--- config.mk ---
export PLATFORM = sky130hd
export DESIGN_NAME = pulse_interval_frame_decoder_flat
export DESIGN_NICKNAME = d
export VERILOG_FILES = /design/src/hdl/pifd_pkg.sv /design/src/hdl/pifd_if.sv /design/src/hdl/pifd_csr.sv /design/src/hdl/pifd_core.sv /design/src/hdl/pulse_interval_frame_decoder.sv /design/src/flat_wrapper.sv
export SDC_FILE = /design/constraint.sdc
export NUM_CORES = 1
export LEC_CHECK = 0
export BUFFER_PORTS_ARGS = -buffer_cell sky130_fd_sc_hd__buf_2
export CAP_MARGIN = 20
export CORE_MARGIN = 2
export CORE_UTILIZATION = 65
export DETAILED_ROUTE_END_ITERATION = 7
export PLACE_DENSITY = 0.86
export SLEW_MARGIN = 5
export SYNTH_ARGS = -nofsm -noshare
export SYNTH_HDL_FRONTEND = slang
export SYNTH_SLANG_ARGS = --single-unit
--- constraint.sdc ---
create_clock -name clock -period 22 [get_ports clock]
set_input_delay 6.6 -clock clock [delete_from_list [all_inputs] [get_ports clock]]
set_output_delay 6.6 -clock clock [all_outputs]
set_load 0.02 [all_outputs]
--- src/hdl/pifd_pkg.sv ---
// Package for the pulse interval frame decoder: register indexes, reset values,
// field widths and the struct shared by the configuration block and the core.
// No dependencies.
package pifd_pkg;

   localparam int TIME_W    = 16;   // timestamp and interval width
   localparam int LEN_W     = 7;    // frame and header length registers
   localparam int MASK_W    = 64;   // width of the frame mask on the result word
   localparam int COUNT_W   = 32;   // running counters
   localparam int CSR_IDX_W = 3;
   localparam int CSR_DATA_W = 16;

   typedef enum logic [CSR_IDX_W-1:0] {
      CSR_GAP_THRESHOLD = 3'd0,
      CSR_MIN_INTERVAL  = 3'd1,
      CSR_MAX_INTERVAL  = 3'd2,
      CSR_BIT_THRESHOLD = 3'd3,
      CSR_FRAME_LENGTH  = 3'd4,
      CSR_HEADER_LENGTH = 3'd5
   } csr_index_type;

   localparam logic [TIME_W-1:0] GAP_THRESHOLD_RESET = 16'd1000;
   localparam logic [TIME_W-1:0] MIN_INTERVAL_RESET  = 16'd75;
   localparam logic [TIME_W-1:0] MAX_INTERVAL_RESET  = 16'd450;
   localparam logic [TIME_W-1:0] BIT_THRESHOLD_RESET = 16'd225;
   localparam logic [LEN_W-1:0]  FRAME_LENGTH_RESET  = 7'd64;
   localparam logic [LEN_W-1:0]  HEADER_LENGTH_RESET = 7'd8;

   // Configuration as the core sees it; lengths are already clamped.
   typedef struct packed {
      logic [TIME_W-1:0] gap_threshold;
      logic [TIME_W-1:0] min_interval;
      logic [TIME_W-1:0] max_interval;
      logic [TIME_W-1:0] bit_threshold;
      logic [LEN_W-1:0]  frame_len;
      logic [LEN_W-1:0]  header_len;
   } cfg_type;

endpackage

--- src/hdl/pifd_if.sv ---
// Channel interfaces of the pulse interval frame decoder: the timestamp word
// going in and the result word coming out. Depends on pifd_pkg.
interface pifd_req_if;
   logic                       valid;
   logic                       ready;
   logic [pifd_pkg::TIME_W-1:0] capture_time;
   logic                       lost_data;

   modport source (output valid, capture_time, lost_data, input ready);
   modport sink   (input valid, capture_time, lost_data, output ready);
endinterface

interface pifd_rsp_if;
   logic                        valid;
   logic                        ready;
   logic                        frame_ready;
   logic [pifd_pkg::MASK_W-1:0]  frame_mask;
   logic [pifd_pkg::COUNT_W-1:0] frame_number;
   logic [pifd_pkg::COUNT_W-1:0] bad_frames;
   logic [pifd_pkg::COUNT_W-1:0] capture_count;
   logic [pifd_pkg::COUNT_W-1:0] overrun_count;

   modport source (output valid, frame_ready, frame_mask, frame_number, bad_frames,
                   capture_count, overrun_count, input ready);
   modport sink   (input valid, frame_ready, frame_mask, frame_number, bad_frames,
                   capture_count, overrun_count, output ready);
endinterface

--- src/hdl/pifd_csr.sv ---
// Configuration registers of the pulse interval frame decoder, with the
// clamped frame and header lengths. Depends on pifd_pkg.
module pifd_csr #(
   parameter int MAX_FRAME_BITS = 64
) (
   input  logic                             clock,
   input  logic                             reset,
   input  logic                             csr_write_enable,
   input  logic [pifd_pkg::CSR_IDX_W-1:0]   csr_index,
   input  logic [pifd_pkg::CSR_DATA_W-1:0]  csr_write_data,
   output pifd_pkg::cfg_type                cfg
);
   import pifd_pkg::*;

   localparam logic [LEN_W-1:0] MAX_LEN = LEN_W'(MAX_FRAME_BITS);

   logic [TIME_W-1:0] gap_ff, gap_in;
   logic [TIME_W-1:0] min_ff, min_in;
   logic [TIME_W-1:0] max_ff, max_in;
   logic [TIME_W-1:0] bit_ff, bit_in;
   logic [LEN_W-1:0]  flen_ff, flen_in;
   logic [LEN_W-1:0]  hlen_ff, hlen_in;
   logic [LEN_W-1:0]  eff_len;

   always_comb begin
      gap_in  = gap_ff;
      min_in  = min_ff;
      max_in  = max_ff;
      bit_in  = bit_ff;
      flen_in = flen_ff;
      hlen_in = hlen_ff;
      if (csr_write_enable) begin
         case (csr_index)
            CSR_GAP_THRESHOLD: gap_in  = csr_write_data;
            CSR_MIN_INTERVAL:  min_in  = csr_write_data;
            CSR_MAX_INTERVAL:  max_in  = csr_write_data;
            CSR_BIT_THRESHOLD: bit_in  = csr_write_data;
            CSR_FRAME_LENGTH:  flen_in = csr_write_data[LEN_W-1:0];
            CSR_HEADER_LENGTH: hlen_in = csr_write_data[LEN_W-1:0];
            default: ;
         endcase
      end
   end

   always_ff @(posedge clock) begin
      if (reset) begin
         gap_ff  <= GAP_THRESHOLD_RESET;
         min_ff  <= MIN_INTERVAL_RESET;
         max_ff  <= MAX_INTERVAL_RESET;
         bit_ff  <= BIT_THRESHOLD_RESET;
         flen_ff <= FRAME_LENGTH_RESET;
         hlen_ff <= HEADER_LENGTH_RESET;
      end else begin
         gap_ff  <= gap_in;
         min_ff  <= min_in;
         max_ff  <= max_in;
         bit_ff  <= bit_in;
         flen_ff <= flen_in;
         hlen_ff <= hlen_in;
      end
   end

   // A length of zero acts as one bit; lengths beyond the store are cut to it.
   always_comb begin
      if (flen_ff == '0) begin
         eff_len = LEN_W'(1);
      end else if (flen_ff > MAX_LEN) begin
         eff_len = MAX_LEN;
      end else begin
         eff_len = flen_ff;
      end
   end

   assign cfg.gap_threshold = gap_ff;
   assign cfg.min_interval  = min_ff;
   assign cfg.max_interval  = max_ff;
   assign cfg.bit_threshold = bit_ff;
   assign cfg.frame_len     = eff_len;
   assign cfg.header_len    = (hlen_ff > eff_len) ? eff_len : hlen_ff;

endmodule

--- src/hdl/pifd_core.sv ---
// Decoding core: input word register, the decoder state with its one-pass
// update, and the result word register. Depends on pifd_pkg and pifd_if.
module pifd_core #(
   parameter int MAX_FRAME_BITS = 64
) (
   input  logic              clock,
   input  logic              reset,
   input  pifd_pkg::cfg_type cfg,
   pifd_req_if.sink          req_port,
   pifd_rsp_if.source        rsp_port
);
   import pifd_pkg::*;

   localparam int CNT_W = $clog2(MAX_FRAME_BITS + 2);
   localparam int IDX_W = $clog2(MAX_FRAME_BITS);
   localparam int CMP_W = LEN_W + 1;

   // Input stage.
   logic              in_valid_ff, in_valid_in;
   logic [TIME_W-1:0] in_time_ff;
   logic              in_lost_ff;
   logic              req_take;
   logic              advance;

   // Decoder state.
   logic [TIME_W-1:0]         prev_ff, prev_in;
   logic                      have_prev_ff, have_prev_in;
   logic                      inside_ff, inside_in;
   logic [MAX_FRAME_BITS-1:0] store_ff, store_in;
   logic [CNT_W-1:0]          count_ff, count_in;
   logic                      half_ff, half_in;
   logic [COUNT_W-1:0]        good_ff, good_in;
   logic [COUNT_W-1:0]        bad_ff, bad_in;
   logic [COUNT_W-1:0]        capt_ff, capt_in;
   logic [COUNT_W-1:0]        over_ff, over_in;

   // Result stage.
   logic                 out_valid_ff, out_valid_in;
   logic                 out_ready_ff, ready_in;
   logic [MASK_W-1:0]    out_mask_ff, mask_in;
   logic [COUNT_W-1:0]   out_good_ff, out_bad_ff, out_capt_ff, out_over_ff;

   logic [MAX_FRAME_BITS-1:0] header_mask;
   logic [TIME_W-1:0]         dt;
   logic                      frame_ok;

   assign advance      = in_valid_ff && (!out_valid_ff || rsp_port.ready);
   assign req_port.ready = !in_valid_ff || advance;
   assign req_take     = req_port.valid && req_port.ready;
   assign in_valid_in  = req_take ? 1'b1 : (advance ? 1'b0 : in_valid_ff);
   assign out_valid_in = advance ? 1'b1 : (rsp_port.ready ? 1'b0 : out_valid_ff);

   always_comb begin
      for (int i = 0; i < MAX_FRAME_BITS; i++) begin
         header_mask[i] = CMP_W'(i) < {1'b0, cfg.header_len};
      end
   end

   assign dt = in_time_ff - prev_ff;
   assign frame_ok = ({{(CMP_W - CNT_W){1'b0}}, count_ff} == {1'b0, cfg.frame_len})
                     && ((store_ff & header_mask) == header_mask);

   always_comb begin
      prev_in      = prev_ff;
      have_prev_in = have_prev_ff;
      inside_in    = inside_ff;
      store_in     = store_ff;
      count_in     = count_ff;
      half_in      = half_ff;
      good_in      = good_ff;
      bad_in       = bad_ff;
      capt_in      = capt_ff;
      over_in      = over_ff;
      ready_in     = 1'b0;
      mask_in      = '0;

      if (in_lost_ff) begin
         // Overrun: drop the reference time and abort the frame.
         over_in      = over_ff + COUNT_W'(1);
         have_prev_in = 1'b0;
         if (count_ff != '0) begin
            bad_in = bad_ff + COUNT_W'(1);
         end
         inside_in = 1'b0;
         count_in  = '0;
         half_in   = 1'b0;
         store_in  = '0;
      end else begin
         capt_in = capt_ff + COUNT_W'(1);
         prev_in = in_time_ff;
         have_prev_in = 1'b1;
         if (have_prev_ff) begin
            if (dt > cfg.gap_threshold) begin
               // Frame boundary: close the running frame and start a new one.
               if (inside_ff) begin
                  if (frame_ok) begin
                     ready_in = 1'b1;
                     mask_in  = MASK_W'(store_ff);
                     good_in  = good_ff + COUNT_W'(1);
                  end else if (count_ff != '0) begin
                     bad_in = bad_ff + COUNT_W'(1);
                  end
               end
               inside_in = 1'b1;
               count_in  = '0;
               half_in   = 1'b0;
               store_in  = '0;
            end else if (inside_ff) begin
               if (dt < cfg.min_interval || dt > cfg.max_interval
                   || (dt > cfg.bit_threshold && half_ff)) begin
                  if (count_ff != '0) begin
                     bad_in = bad_ff + COUNT_W'(1);
                  end
                  inside_in = 1'b0;
                  count_in  = '0;
                  half_in   = 1'b0;
                  store_in  = '0;
               end else begin
                  if (dt > cfg.bit_threshold) begin
                     count_in = count_ff + CNT_W'(1);
                  end else if (!half_ff) begin
                     half_in = 1'b1;
                  end else begin
                     half_in = 1'b0;
                     if (count_ff < CNT_W'(MAX_FRAME_BITS)) begin
                        store_in[count_ff[IDX_W-1:0]] = 1'b1;
                     end
                     count_in = count_ff + CNT_W'(1);
                  end
                  // Too many bits for the frame: abort.
                  if ({{(CMP_W - CNT_W){1'b0}}, count_in} > {1'b0, cfg.frame_len}) begin
                     bad_in    = bad_ff + COUNT_W'(1);
                     inside_in = 1'b0;
                     count_in  = '0;
                     half_in   = 1'b0;
                     store_in  = '0;
                  end
               end
            end
         end
      end
   end

   always_ff @(posedge clock) begin
      if (reset) begin
         in_valid_ff  <= 1'b0;
         out_valid_ff <= 1'b0;
         prev_ff      <= '0;
         have_prev_ff <= 1'b0;
         inside_ff    <= 1'b0;
         store_ff     <= '0;
         count_ff     <= '0;
         half_ff      <= 1'b0;
         good_ff      <= '0;
         bad_ff       <= '0;
         capt_ff      <= '0;
         over_ff      <= '0;
      end else begin
         in_valid_ff  <= in_valid_in;
         out_valid_ff <= out_valid_in;
         if (advance) begin
            prev_ff      <= prev_in;
            have_prev_ff <= have_prev_in;
            inside_ff    <= inside_in;
            store_ff     <= store_in;
            count_ff     <= count_in;
            half_ff      <= half_in;
            good_ff      <= good_in;
            bad_ff       <= bad_in;
            capt_ff      <= capt_in;
            over_ff      <= over_in;
         end
      end
   end

   always_ff @(posedge clock) begin
      if (req_take) begin
         in_time_ff <= req_port.capture_time;
         in_lost_ff <= req_port.lost_data;
      end
      if (advance) begin
         out_ready_ff <= ready_in;
         out_mask_ff  <= mask_in;
         out_good_ff  <= good_in;
         out_bad_ff   <= bad_in;
         out_capt_ff  <= capt_in;
         out_over_ff  <= over_in;
      end
   end

   assign rsp_port.valid         = out_valid_ff;
   assign rsp_port.frame_ready   = out_ready_ff;
   assign rsp_port.frame_mask    = out_mask_ff;
   assign rsp_port.frame_number  = out_good_ff;
   assign rsp_port.bad_frames    = out_bad_ff;
   assign rsp_port.capture_count = out_capt_ff;
   assign rsp_port.overrun_count = out_over_ff;

`ifndef SYNTH
   a_stall_holds: assert property (@(posedge clock) disable iff (reset)
      in_valid_ff && !advance |=> in_valid_ff && $stable(in_time_ff) && $stable(in_lost_ff))
      else $error("input word changed while stalled");

   a_idle_clean: assert property (@(posedge clock) disable iff (reset)
      !inside_ff |-> count_ff == '0 && !half_ff && store_ff == '0)
      else $error("bit state left over outside a frame");

   // The frame length may shrink while a frame is open, so the count is only
   // bounded by the size of the bit store.
   a_count_bound: assert property (@(posedge clock) disable iff (reset)
      count_ff <= CNT_W'(MAX_FRAME_BITS))
      else $error("bit count beyond the bit store");

   a_good_step: assert property (@(posedge clock) disable iff (reset)
      advance && ready_in |=> out_ready_ff && good_ff == $past(good_ff) + COUNT_W'(1))
      else $error("valid frame not counted");

   a_mask_zero: assert property (@(posedge clock) disable iff (reset)
      out_valid_ff && !out_ready_ff |-> out_mask_ff == '0)
      else $error("mask shown without a valid frame");
`endif

endmodule

--- src/hdl/pulse_interval_frame_decoder.sv ---
// Top level of the pulse interval frame decoder: configuration registers and
// decoding core. Depends on pifd_pkg, pifd_if, pifd_csr and pifd_core.
//
// The decoder takes one word per clock cycle on req_port while rsp_port is not
// stalled: a 16-bit falling-edge timestamp in microseconds, or an overrun
// marker. It returns exactly one word per input word on rsp_port: the input
// word is registered, the whole decode (wrapping interval, gap, plausibility
// and bit-threshold compares, bit insertion and counter updates) runs
// combinationally against the decoder state, and the result lands in an output
// register, so the sustained rate is one word per cycle while rsp_port.ready is
// high; while a finished result waits for rsp_port.ready the input register can
// still take one word, after which req_port.ready stays low until the result is
// taken. A result word carries frame_ready and the frame mask (zero unless a
// valid frame closed on this word) plus the running valid-frame, bad-frame,
// capture and overrun counts. A frame closes when a gap longer than the gap
// threshold is seen; it is valid when it holds exactly frame_length bits and
// its first header_length bits are all one. The user must write configuration
// registers through the csr_ port only while the block is idle; the block
// itself does not enforce this. Unknown indexes are ignored. MAX_FRAME_BITS
// sizes the bit store (8 to 64); frame_mask is always 64 bits, zero-extended.
module pulse_interval_frame_decoder #(
   parameter int MAX_FRAME_BITS = 64
) (
   input  logic                             clock,
   input  logic                             reset,
   input  logic                             csr_write_enable,
   input  logic [pifd_pkg::CSR_IDX_W-1:0]   csr_index,
   input  logic [pifd_pkg::CSR_DATA_W-1:0]  csr_write_data,
   pifd_req_if.sink                         req_port,
   pifd_rsp_if.source                       rsp_port
);
   import pifd_pkg::*;

   // Clamped configuration shared by the decode logic.
   cfg_type cfg;

   pifd_csr #(
      .MAX_FRAME_BITS (MAX_FRAME_BITS)
   ) u_csr (
      .clock            (clock),
      .reset            (reset),
      .csr_write_enable (csr_write_enable),
      .csr_index        (csr_index),
      .csr_write_data   (csr_write_data),
      .cfg              (cfg)
   );

   pifd_core #(
      .MAX_FRAME_BITS (MAX_FRAME_BITS)
   ) u_core (
      .clock    (clock),
      .reset    (reset),
      .cfg      (cfg),
      .req_port (req_port),
      .rsp_port (rsp_port)
   );

endmodule

--- src/flat_wrapper.sv ---
// flat-port wrapper written by rule: the top's interface ports become plain ports
module pulse_interval_frame_decoder_flat import pifd_pkg::*;
#(
   parameter int MAX_FRAME_BITS = 64
)
  (clock, reset, csr_write_enable, csr_index, csr_write_data, req_port_valid, req_port_capture_time, req_port_lost_data, req_port_ready, rsp_port_valid, rsp_port_frame_ready, rsp_port_frame_mask, rsp_port_frame_number, rsp_port_bad_frames, rsp_port_capture_count, rsp_port_overrun_count, rsp_port_ready);
  pifd_req_if req_port_i ();
  pifd_rsp_if rsp_port_i ();
  input  logic clock;
  input  logic reset;
  input  logic csr_write_enable;
  input  logic [pifd_pkg::CSR_IDX_W-1:0] csr_index;
  input  logic [pifd_pkg::CSR_DATA_W-1:0] csr_write_data;
  input wire logic [$bits(req_port_i.valid)-1:0] req_port_valid;
  input wire logic [$bits(req_port_i.capture_time)-1:0] req_port_capture_time;
  input wire logic [$bits(req_port_i.lost_data)-1:0] req_port_lost_data;
  output wire logic [$bits(req_port_i.ready)-1:0] req_port_ready;
  output wire logic [$bits(rsp_port_i.valid)-1:0] rsp_port_valid;
  output wire logic [$bits(rsp_port_i.frame_ready)-1:0] rsp_port_frame_ready;
  output wire logic [$bits(rsp_port_i.frame_mask)-1:0] rsp_port_frame_mask;
  output wire logic [$bits(rsp_port_i.frame_number)-1:0] rsp_port_frame_number;
  output wire logic [$bits(rsp_port_i.bad_frames)-1:0] rsp_port_bad_frames;
  output wire logic [$bits(rsp_port_i.capture_count)-1:0] rsp_port_capture_count;
  output wire logic [$bits(rsp_port_i.overrun_count)-1:0] rsp_port_overrun_count;
  input wire logic [$bits(rsp_port_i.ready)-1:0] rsp_port_ready;
  assign req_port_i.valid = req_port_valid;
  assign req_port_i.capture_time = req_port_capture_time;
  assign req_port_i.lost_data = req_port_lost_data;
  assign req_port_ready = req_port_i.ready;
  assign rsp_port_valid = rsp_port_i.valid;
  assign rsp_port_frame_ready = rsp_port_i.frame_ready;
  assign rsp_port_frame_mask = rsp_port_i.frame_mask;
  assign rsp_port_frame_number = rsp_port_i.frame_number;
  assign rsp_port_bad_frames = rsp_port_i.bad_frames;
  assign rsp_port_capture_count = rsp_port_i.capture_count;
  assign rsp_port_overrun_count = rsp_port_i.overrun_count;
  assign rsp_port_i.ready = rsp_port_ready;
  pulse_interval_frame_decoder #(.MAX_FRAME_BITS(MAX_FRAME_BITS)) u_core (.clock(clock), .reset(reset), .csr_write_enable(csr_write_enable), .csr_index(csr_index), .csr_write_data(csr_write_data), .req_port(req_port_i), .rsp_port(rsp_port_i));
endmodule
# Yosys cells after proc, flatten, opt, wreduce, memory -nomap -nowiden
# Cells that the tools add are included.
# totals
reg_bits,508
in_bits,41
output_inout_bits,195
word_cells,217
# classes
n_addsub,6
n_lt_le_gt_ge,74
eq_ne,8
mux,63
n_bitwise,7
n_reduce_logical,33
# op_table
op,count
64-bit two-way mux,9
32-bit two-way mux,16
"6-bit by 7-bit less-than comparator with 1-bit output, first input constant",32
"32-bit by 1-bit adder with 32-bit output, second input constant",4
"5-bit by 7-bit less-than comparator with 1-bit output, first input constant",16
7-bit two-way mux,16
64-bit bitwise AND,1
64-bit equality test,1
64-bit bitwise OR,1
"4-bit by 7-bit less-than comparator with 1-bit output, first input constant",8
16-bit greater-than comparator,3
"3-bit by 7-bit less-than comparator with 1-bit output, first input constant",4
1-bit two-way mux,21
16-bit less-than comparator,1
2-bit AND reduction,8
16-bit subtractor,1
7-bit greater-than comparator,2
"1-bit by 7-bit less-than comparator with 1-bit output, first input constant",2
"2-bit by 7-bit less-than comparator with 1-bit output, first input constant",2
5-bit nonzero test,2
"7-bit by 1-bit adder with 7-bit output, second input constant",1
7-bit equality test,1
"7-bit greater-than comparator, second input constant",1
7-bit zero test,1
other kinds (21),37

# Depth between registers and ports, before layout
# depth
word_depth,16
mapped_depth,37
mapped_depth_nobuf,36

# Hierarchy
# Synthesis repeated with hierarchy kept, for this count alone.
# unflattened
hier_cells,2735
hier_area_um2,25137.9
# by_module_without_submodules
module,n_inst,cells_per_inst,area_per_inst_um2,seq_area_each_um2
pifd_core,1,2343,22006.1,10710.3
pifd_csr,1,392,3131.8,1561.5

# Least setup slack after synthesis
# Ideal clock, no wire load.
# synth_timing
kind,input port to output port
start,in rsp_port_ready
end,out req_port_ready
arrival_ps,6952
required_ps,15400
setup_slack_ps,8448
path_stages,2
path_buffers,0
cell_sequence,nor2b_1 > nand2_1
# synth_via
elab_chain_cells,3
# synth_rtl
item,line,rtl
"start, declared",flat_wrapper.sv:25,input wire logic [$bits(rsp_port_i.ready)-1:0] rsp_port_ready;
1-bit logical OR,pifd_core.sv:47,assign advance = in_valid_ff && (!out_valid_ff || rsp_port.ready);
1-bit logical AND,pifd_core.sv:47,
1-bit logical OR,pifd_core.sv:48,assign req_port.ready = !in_valid_ff || advance;
"end, declared",flat_wrapper.sv:17,output wire logic [$bits(req_port_i.ready)-1:0] req_port_ready;
# Every way passes these cells.

# Worst setup path in the final report
# Ends and elaborated chain as after synthesis.

==> flow_summary.json <==
{
  "syn_nets": 3109,
  "dpl-instance-area_um2": 28200,
  "avgSynthCellArea_um2": 9.04,
  "drt.antenna.violating_nets": 0,
  "rows": 74,
  "yosys.cell_types.count": 102,
  "cap_violations": 0,
  "cts_tree": "built",
  "die_y_um": 207,
  "ys_ff_latch": 508,
  "endpoint_kind": "output pin",
  "final_area_um2": 29800,
  "gp_congestion": 0.978,
  "numCtsBuffers": 51,
  "clockRootBuffer": "clkbuf_16",
  "cts.reportedPaths.clkPinSlew_ns": 0.06,
  "holdWs_ns": 0.453,
  "grt_start_max_net_pins": 105,
  "synth_area_leader_cell": "edfxtp_1",
  "viasPerCell": 6.37,
  "worst_pin_slew_ns": 1.15,
  "fmax_mhz": 72.5,
  "synth_most_common_cell": "nand2_1",
  "critical_path_arrival_ns": 7.19,
  "dr_total_vias": 23400,
  "synth_area_um2": 26800,
  "setup_viol": 0,
  "ys_async_sr_fraction_pct": 0,
  "post-route-min-period_ns": 13.79,
  "drive_gt1_share_pct": 13.0,
  "fp.dieW_um": 207,
  "vdd_drop_max_mv": 0.0622,
  "overflow": 0,
  "fillers": 2920,
  "multi_input_comb_area_um2": 13400,
  "dpl.hpwl_um": 49500,
  "grt_pass1_vias": 22200,
  "yosysTopAreaCellShare_pct": 23.5,
  "synth_edf_count": 210,
  "routedWlPerCell_um": 19.9,
  "drc": 0,
  "finalPower_uw": 2110,
  "hold_viol_final": 0,
  "grt_usage_pct": 32.8,
  "drv_slew": 0,
  "grt_pass1_wl_um": 116000,
  "max_slew_margin_pct": 22.6,
  "synthCells": 2969,
  "clock-sinks": 508,
  "cts_setup_buffers": 0,
  "yosys_warnings": 0,
  "pwr_density_cell_nw_per_um2": 70.9,
  "tns_ns": 0,
  "initial_core_util_pct": 65.9,
  "critPathMaxFanout": 4,
  "clock_latency_ns": 0.62,
  "drt-pass1-iter-count": 8,
  "skew_ns": 0.0217,
  "post-place-cells": 3584,
  "seqCellArea_um2": 12300,
  "fin_cells": 3680,
  "yosys-top-cells-area": "edfxtp_1 24%, dfxtp_1 22%, nand2_1 4.9%, ha_1 4.6%, a21oi_1 4.3%",
  "criticalPathCategory": "input pin to output pin",
  "fin_nets": 3246,
  "status": "completed",
  "antenna_found_initial": 0,
  "numPortBuffers": 235,
  "drt_iter0_drc": 2100,
  "synthFlopType": "dfxtp_1",
  "grt_setup_unrepaired": "false",
  "synth_common_cells": "351 x nand2_1, 298 x dfxtp_1, 282 x nor2_1",
  "h-tree-depth": 2,
  "area_growth_pct": 11.2,
  "min_period_over_period_pct": 62.7,
  "wl_um": 73300,
  "ctsHoldBuffers": 0,
  "antenna_cells": 0,
  "p_leak_uw": 0.0115,
  "hold_class": "register to register",
  "cts-resized-gates": 0,
  "yosysSeqAreaShare_pct": 45.7,
  "io_pins": 236,
  "die-area_um2": 42900,
  "design.core.area_um2": 40700,
  "critPathRequiredTime_ns": 15.40,
  "start_kind": "input pin",
  "cts_max_path_buffers": 3
}
==> path summary, 6_finish.rpt <==
check	start	endpoint	slack, ns	cells past startpoint
max	rsp_port_ready	req_port_ready	8.21	4
min reg2reg	u_core.u_csr.gap_ff[14]	u_core.u_csr.gap_ff[14]	0.45	2
min	u_core.u_csr.gap_ff[14]	u_core.u_csr.gap_ff[14]	0.45	2
max reg2reg	u_core.u_core.in_time_ff[1]	u_core.u_core.rsp_port.bad_frames[10]	13.23	32
==> routing by layer <==
metal | routed length [um] | up-vias | GRT usage (%)
li1 | - | 10900 | -
met1 | 28700 | 11100 | 41.9
met2 | 34500 | 1203 | 53.4
met3 | 6410 | 275 | 5.87
met4 | 3760 | 0 | 17.6
met5 | 0 | - | 0
==> through the flow <==
step | util [%] | worst slack [ns]
finish | 73.2 | 8.21
global route | 73.2 | 8.12
CTS | 73.2 | 8.21
detailed placement | 69.3 | 8.21
global placement | 69.2 | 8.25
floorplan | - | 8.45
==> worst max-delay path, stage by stage <==
cell and delay, ns:
buf_2 0.10, nor2b_1 0.21, nand2_1 0.10, buf_2 0.17
==> state kept, by name, indices dropped and copies added (netlist names), 7 cells and up <==
signal	cells
u_core.u_core.bad_ff	32
u_core.u_core.capt_ff	32
u_core.u_core.count_ff	7
u_core.u_core.good_ff	32
u_core.u_core.in_time_ff	16
u_core.u_core.over_ff	32
u_core.u_core.prev_ff	16
u_core.u_core.rsp_port.bad_frames	32
u_core.u_core.rsp_port.capture_count	32
u_core.u_core.rsp_port.frame_mask	64
u_core.u_core.rsp_port.frame_number	32
u_core.u_core.rsp_port.overrun_count	32
u_core.u_core.store_ff	64
u_core.u_csr.bit_ff	16
u_core.u_csr.flen_ff	7
u_core.u_csr.gap_ff	16
u_core.u_csr.hlen_ff	7
u_core.u_csr.max_ff	16
u_core.u_csr.min_ff	16
==> where the power goes <==
group	internal, uW	switching (uW)
clock	462	375
sequential	1010	17.6
combinational	80.1	171
==> logic make-up after synthesis <==
| group | share of synthesized area (%) |
|---|---|
| XOR/XNOR | 6.69 |
| buffers and inverters | 4.30 |
| multiplexers | 1.68 |
| flip-flops | 45.7 |
| AO/OA/AOI/OAI | 15.4 |
| AND/OR/NAND/NOR | 21.5 |
| adder cells (fa/ha/maj) | 4.65 |
==> layout make-up <==
class / count / share of cell area, %
clock buffer: 63 / 4.53
clock inverter: 32 / 0.827
inverter: 115 / 1.47
multi-input combinational: 2165 / 45.1
sequential: 508 / 41.2
tap: 532 / 2.23
timing repair buffer: 265 / 4.73
==> placed cells by master (no fill, tap or decap), types with 95 or more instances in the layout <==
master	count
edfxtp_1	210
xor2_1	110
xnor2_1	95
and3_1	143
a21oi_1	230
buf_2	234
dfxtp_1	298
o21ai_0	98
nand2_1	351
ha_1	98
inv_1	112
nand3_1	101
nor2_1	281
(Power assumes the default switching activity.)
